## src/bswc_pkg.sv

```systemverilog
// ----------------------------------------------------------------------------
// bswc_pkg
// Types and constants shared by the bit stream writer with carry.
// ----------------------------------------------------------------------------
package bswc_pkg;

	typedef enum logic [2:0] {
		K_PUSH_BIT  = 3'd0,
		K_PUSH_NIB  = 3'd1,
		K_PUSH_BYTE = 3'd2,
		K_CARRY_BIT = 3'd3,
		K_CARRY_NIB = 3'd4,
		K_CARRY_BYT = 3'd5,
		K_READ      = 3'd6,
		K_CLEAR     = 3'd7
	} kind_t;

	typedef enum logic [1:0] {
		STS_OK   = 2'd0,
		STS_FULL = 2'd1,
		STS_PAST = 2'd2
	} status_t;

	typedef enum logic [2:0] {
		S_IDLE,
		S_DECODE,
		S_READ,
		S_MODIFY,
		S_ZERO,
		S_RIP_RD,
		S_RIP_WR,
		S_OUT
	} state_t;

	localparam logic [7:0] MASK_HI  = 8'hf0;
	localparam logic [7:0] MASK_LO  = 8'h0f;
	localparam logic [7:0] NIB_LSB  = 8'h01;
	localparam logic [7:0] NIB_MSB  = 8'h10;
	localparam logic [7:0] BYTE_MAX = 8'hff;
	localparam logic [7:0] BIT_MSB  = 8'h80;

	typedef struct packed {
		logic [2:0]  kind;
		logic [7:0]  value;
		logic [11:0] read_address;
	} req_t;

	typedef struct packed {
		logic [7:0]  read_data;
		logic [12:0] byte_count;
		logic [2:0]  bit_position;
		logic [1:0]  status;
	} rsp_t;

	// controller to datapath
	typedef struct packed {
		logic    load;
		logic    rd_en;
		logic    rd_pos;
		logic    do_push;
		logic    do_pbyte;
		logic    do_zero;
		logic    do_add;
		logic    do_ripple;
		logic    ld_pos;
		logic    do_clear;
		logic    cap_rd;
		logic    set_status;
		status_t status_code;
		logic    load_out;
	} cmd_t;

	// datapath to controller
	typedef struct packed {
		kind_t kind;
		logic  full;
		logic  tgt_oob;
		logic  rd_oob;
		logic  idx_zero;
		logic  tgt_zero;
		logic  pos_zero;
		logic  finished;
		logic  add_ovf;
		logic  data_ff;
		logic  out_free;
	} sts_t;

endpackage

```

## src/bswc_ctrl.sv

```systemverilog
// ----------------------------------------------------------------------------
// bswc_ctrl
// Sequencer for the bit stream writer: steps each item through decode,
// memory read, modify/write, carry ripple and result hand-off.
// ----------------------------------------------------------------------------
module bswc_ctrl (
	input  logic            clk,
	input  logic            arst_n,
	input  logic            req_valid,
	output logic            req_ready,
	input  bswc_pkg::sts_t  sts,
	output bswc_pkg::cmd_t  cmd
);

	bswc_pkg::state_t state_q, state_d;

	always_ff @(posedge clk or negedge arst_n) begin
		if (!arst_n) begin
			state_q <= bswc_pkg::S_IDLE;
		end else begin
			state_q <= state_d;
		end
	end

	always_comb begin
		state_d   = state_q;
		cmd       = '0;
		req_ready = 1'b0;
		case (state_q)
			bswc_pkg::S_IDLE: begin
				req_ready = 1'b1;
				if (req_valid) begin
					cmd.load = 1'b1;
					state_d  = bswc_pkg::S_DECODE;
				end
			end
			bswc_pkg::S_DECODE: begin
				case (sts.kind)
					bswc_pkg::K_PUSH_BIT, bswc_pkg::K_PUSH_NIB: begin
						if (sts.full) begin
							cmd.set_status  = 1'b1;
							cmd.status_code = bswc_pkg::STS_FULL;
							state_d         = bswc_pkg::S_OUT;
						end else begin
							state_d = bswc_pkg::S_READ;
						end
					end
					bswc_pkg::K_PUSH_BYTE: begin
						if (sts.full) begin
							cmd.set_status  = 1'b1;
							cmd.status_code = bswc_pkg::STS_FULL;
							state_d         = bswc_pkg::S_OUT;
						end else begin
							cmd.do_pbyte = 1'b1;
							state_d      = bswc_pkg::S_ZERO;
						end
					end
					bswc_pkg::K_CARRY_BIT, bswc_pkg::K_CARRY_NIB: begin
						if (sts.tgt_oob) begin
							cmd.set_status  = 1'b1;
							cmd.status_code = bswc_pkg::STS_FULL;
							state_d         = bswc_pkg::S_OUT;
						end else begin
							state_d = bswc_pkg::S_READ;
						end
					end
					bswc_pkg::K_CARRY_BYT: begin
						if (sts.idx_zero) begin
							cmd.set_status  = 1'b1;
							cmd.status_code = bswc_pkg::STS_PAST;
							state_d         = bswc_pkg::S_OUT;
						end else begin
							cmd.ld_pos = 1'b1;
							state_d    = bswc_pkg::S_RIP_RD;
						end
					end
					bswc_pkg::K_READ: begin
						state_d = sts.rd_oob ? bswc_pkg::S_OUT : bswc_pkg::S_READ;
					end
					default: begin
						cmd.do_clear = 1'b1;
						state_d      = bswc_pkg::S_OUT;
					end
				endcase
			end
			bswc_pkg::S_READ: begin
				cmd.rd_en = 1'b1;
				state_d   = bswc_pkg::S_MODIFY;
			end
			bswc_pkg::S_MODIFY: begin
				case (sts.kind)
					bswc_pkg::K_PUSH_BIT, bswc_pkg::K_PUSH_NIB: begin
						cmd.do_push = 1'b1;
						state_d     = sts.finished ? bswc_pkg::S_ZERO : bswc_pkg::S_OUT;
					end
					bswc_pkg::K_CARRY_BIT, bswc_pkg::K_CARRY_NIB: begin
						cmd.do_add = 1'b1;
						state_d    = bswc_pkg::S_OUT;
						if (sts.add_ovf) begin
							if (sts.tgt_zero) begin
								cmd.set_status  = 1'b1;
								cmd.status_code = bswc_pkg::STS_PAST;
							end else begin
								state_d = bswc_pkg::S_RIP_RD;
							end
						end
					end
					default: begin
						cmd.cap_rd = 1'b1;
						state_d    = bswc_pkg::S_OUT;
					end
				endcase
			end
			bswc_pkg::S_ZERO: begin
				// no next byte to clear once the store is full
				cmd.do_zero = !sts.full;
				state_d     = bswc_pkg::S_OUT;
			end
			bswc_pkg::S_RIP_RD: begin
				cmd.rd_en  = 1'b1;
				cmd.rd_pos = 1'b1;
				state_d    = bswc_pkg::S_RIP_WR;
			end
			bswc_pkg::S_RIP_WR: begin
				cmd.do_ripple = 1'b1;
				state_d       = bswc_pkg::S_OUT;
				if (sts.data_ff) begin
					if (sts.pos_zero) begin
						cmd.set_status  = 1'b1;
						cmd.status_code = bswc_pkg::STS_PAST;
					end else begin
						state_d = bswc_pkg::S_RIP_RD;
					end
				end
			end
			bswc_pkg::S_OUT: begin
				if (sts.out_free) begin
					cmd.load_out = 1'b1;
					state_d      = bswc_pkg::S_IDLE;
				end
			end
			default: begin
				state_d = bswc_pkg::S_IDLE;
			end
		endcase
	end

endmodule

```

## config.mk

```make
export PLATFORM = sky130hd
export DESIGN_NAME = bswc_ctrl
export DESIGN_NICKNAME = d
export VERILOG_FILES = /design/src/bswc_pkg.sv /design/src/bswc_ctrl.sv
export SDC_FILE = /design/constraint.sdc
export NUM_CORES = 1
export LEC_CHECK = 0
export ABC_AREA = 1
export BUFFER_PORTS_ARGS = -buffer_cell sky130_fd_sc_hd__buf_2
export CAP_MARGIN = 20
export CORE_AREA = 2 2 39 41
export CTS_BUF_LIST = sky130_fd_sc_hd__clkbuf_4 sky130_fd_sc_hd__clkbuf_8 sky130_fd_sc_hd__clkbuf_16
export CTS_CLUSTER_DIAMETER = 120
export DETAILED_ROUTE_END_ITERATION = 7
export DIE_AREA = 0 0 41 43
export GPL_TIMING_DRIVEN = 0
export HOLD_SLACK_MARGIN = 0.06
export PLACE_DENSITY = 0.7
export SLEW_MARGIN = 20
export SYNTH_ARGS = -nofsm -noshare
export SYNTH_HDL_FRONTEND = slang
export SYNTH_SLANG_ARGS = --single-unit
export TNS_END_PERCENT = 50
```

## constraint.sdc

```tcl
create_clock -name clk -period 2.42 [get_ports clk]
set_input_delay 0.242 -clock clk [delete_from_list [all_inputs] [get_ports clk]]
set_output_delay 0.242 -clock clk [all_outputs]
set_load 0.01 [all_outputs]
```

# --- After elaboration in Yosys (flattened, before gate mapping) ---
# Cells that the tools add are included.
totals:
  register_bits: 3
  out_inout_bits: 16
  wordCells: 73
op_classes:
  n_eq_ne: 15
  muxes: 47
  n_reduce_logical: 10
op_table:
  columns: ["cell", "count"]
  rows:
  - ["$mux W3", 14]
  - ["$pmux W3 S8", 1]
  - ["$eq A3 B3 Y1 const B", 7]
  - ["$mux W1", 21]
  - ["$pmux W3 S3", 2]
  - ["$pmux W3 S5", 1]
  - ["$mux W2", 7]
  - ["$eq A3 B2 Y1 const B", 4]
  - ["$reduce_or A7 Y1", 1]
  - ["$eq A3 B1 Y1 const B", 2]
  - ["$logic_not A3 Y1", 2]
  - ["$pmux W3 S2", 1]
  - ["$reduce_or A2 Y1", 3]
  - ["$ne A2 B2 Y1 const B", 2]
  - ["$reduce_or A4 Y1", 1]
  - ["$reduce_or A3 Y1", 1]
  - ["$reduce_and A2 Y1", 1]
  - ["$logic_not A1 Y1", 1]

# --- Depth between registers and ports, before layout ---
logic_depth:
  depth_word: 4
  ltp_mapped: 7

# --- Worst setup path before layout ---
# No wires, ideal clock.
synth_timing:
  kind: "reg-to-output"
  from: "reg state_q[2]"
  to: "out cmd[3] in the netlist's numbering"
  arrival_time_ns: 1.100
  required_ns: 2.178
  setup_slack_ns: 1.078
  path_stages_with_launch: 7
  cell_sequence: "dfrtp_1 inv_2 nand3_2 nor2_2 and3_1 nor2_1 nand2_1"
synth_rtl:
  columns: ["item", "line_no", "source"]
  rows:
  - ["start: declaration", "bswc_ctrl.sv:15", "bswc_pkg::state_t state_q, state_d;"]
  - ["start signal: assignment", "bswc_ctrl.sv:19", "state_q <= bswc_pkg::S_IDLE;"]
  - ["start signal: assignment", "bswc_ctrl.sv:21", "state_q <= state_d;"]
  - ["end: declaration", "bswc_ctrl.sv:12", "output bswc_pkg::cmd_t cmd"]

==> results.yml <==
routing:
  drc: 0
  drt_iter0_drc: 17
  routed_wirelength_mm: 1.38
  viasPerCell: 4.85
  wl_per_cell_um: 9.47
  ant_nets: 0
  drt_first_pass_iters: 7
  vias: 708
worst_hold_path:
  min_from: "req_valid"
  holdPathEnd: "state_q[0]"
  hold_path.class: "input port to flip-flop"
  hold_path_depth: 3
sta:
  final.setup.tns_ps: 0
  max_freq_ghz: 0.570
  setup_viol: 0
  hold_viol_final: 0
  report.final.slew_viol_count: 0
  worst_slew_pin_slew_ps: 238
  max_slew_margin: 0.840
  rsz0062_at_grt: "no"
  finalCritPeriodShare: 0.725
  fin_skew_ps: 1.23
  min_period_ps: 1760
clocking:
  cts_resized: 0
  clk_pin_slew_ps: 40
  h-tree-depth: 1
  cts_buffer_depth: 2
  insertion_delay_ps: 240
  cts_buffers: 3
  cts_root_buf: "clkbuf_4"
  tritoncts: "built"
  cts_sinks: 3
global_route:
  grt_antenna_before_repair: 0
  grt_use_total: 0.170
  grt_first_pass_wirelength_mm: 2.15
  grt_max_degree: 11
  grt_pass1_vias: 588
  overflow: 0
setup_path:
  crit_arrival_ps: 1510
  required_ps: 2180
  end_kind: "output port"
  reg2reg_from: "state_q[2]"
  worstSetupPathType: "flip-flop to output port"
  r2r_cells: 7
  regToRegSetupSlack_ps: 1150
  cp-start-kind: "flip-flop"
  r2r_end: "state_q[0]"
  crit_fanout: 7
floorplanning:
  rows: 14
  fp.coreArea_um2: 1380
  die_w_um: 41
  die_h_um: 43
  start_util: 0.356
  dieArea_um2: 1760
  io_pins: 32
power:
  power_leakage_nw: 0.465
  vdd_drop_max_mv: 0.270
  power_density_nw_per_um2: 837
logic_synthesis:
  synth_cell_types: 21
  synth_fp_nets: 110
  synth_cells: 94
  synth-seq-area-share: 0.152
  syn_avg_cell_area_um2: 5.24
  ys_ff_latch: 3
  syn-cell-area_um2: 493
  yosys_warnings: 0
cells_and_area:
  regMostFlops: "state_q"
  post-route-util: 0.512
  areaGrowthSynthToFinish_pct: 43.7
  largest_reg_flops: 3
  instances_no_fill: 146
  largest_registers: "state_q: 3 flops"
  final_nets: 147
  nFillCells: 155
  layout-drive-gt1-share: 0.338
  n_antenna_cell: 0
outcome:
  status: "finished, final reports clean"
placement:
  portBuffers: 31
  place_congestion: 0.807
  dpl.cell_count: 141
  hpwl_mm: 1.14
flow_run:
  drv_cap: 0
[metrics by stage]
stage	total power, mW	hold slack [ps]	cell area, um^2	worst slack, ps
floorplan	0.367	-53.6	493	1080
global placement	0.479	37.3	668	951
detailed placement	0.488	39.4	668	930
CTS	0.590	307	708	673
global route	0.649	343	708	564
finish	0.593	300	708	665
[area by class of cell]
cell class                 instances  area [um^2]  share of cell area
multi-input combinational         71          339               0.479
timing repair buffer              32          165               0.233
sequential                         3         75.1               0.106
inverter                          19         71.3               0.101
clock buffer                       4         30.0              0.0424
tap                               16         20.0              0.0283
buffer                             1         7.51              0.0106
[worst max-delay path by stage]
stage | from | to | slack (ps) | depth (start not counted)
5_1_grt | state_q[2] | cmd[3] | 560 | 7
6_report | state_q[1] | cmd[10] | 660 | 6
4_1_cts | state_q[2] | cmd[3] | 670 | 7
3_5_place_dp | state_q[2] | cmd[3] | 930 | 7
2_1_floorplan | state_q[2] | cmd[3] | 1080 | 6
3_3_place_gp | state_q[2] | cmd[3] | 950 | 7
[what timing repair did]
item	in CTS	in global routing
buffers inserted	0	0
endpoints found under the hold margin	3	0
hold buffers	1	0
[worst max-delay path: stages, from the launching register on]
cell and delay (ps):
dfrtp_1 440, inv_2 150, nand2_1 110, nor2_2 170, inv_1 100, nor3_1 140, buf_2 160
[cells in the final DEF, fill, tap and decap left out, drive strengths merged, types with 2 or more instances in the layout]
| cell type | instances |
|---|---|
| inv | 19 |
| o21ai | 7 |
| nand2 | 22 |
| buf | 32 |
| nor4 | 2 |
| nand3 | 11 |
| clkbuf | 4 |
| nor2 | 18 |
| nor3 | 4 |
| dfrtp | 3 |
[synth_stat cells]
| cell type | number | area, um^2 |
|---|---|---|
| o21ai_1 | 3 | 15.0 |
| nand2_1 | 22 | 82.6 |
| a22oi_1 | 1 | 7.51 |
| o21a_1 | 1 | 7.51 |
| nor2_2 | 2 | 12.5 |
| inv_2 | 3 | 11.3 |
| a31oi_1 | 1 | 6.26 |
| buf_4 | 1 | 7.51 |
| o21ai_0 | 4 | 20.0 |
| nor2_1 | 16 | 60.1 |
| nand3_2 | 1 | 10.0 |
| inv_1 | 16 | 60.1 |
| nor4_1 | 2 | 12.5 |
| nand3b_1 | 1 | 7.51 |
| nand4_1 | 1 | 6.26 |
| a21oi_1 | 1 | 5.00 |
| nand3_1 | 10 | 50.1 |
| dfrtp_1 | 3 | 75.1 |
| and3_1 | 1 | 6.26 |
| nor3_2 | 2 | 20.0 |
| nor3_1 | 2 | 10.0 |
[where the power goes]
part / internal (mW) / switching (mW)
Combinational: 0.146 / 0.235
Sequential: 0.0767 / 0.0317
Clock: 0.0732 / 0.0295
[cell families (layout without fill, tap and decap cells)]
family	Yosys count	after routing	share of synthesized area
compound gates	11	11	0.124
flops	3	3	0.152
buf+inv	20	56	0.160
simple gates	60	60	0.563
[per-layer routing]
metal,track usage,share of wire
met1,0.217,0.43
met2,0.281,0.48
met3,0.0157,0.077
met4,0.0600,0.0087
met5,0,0
Note: power is estimated with default switching activity, not from simulation.
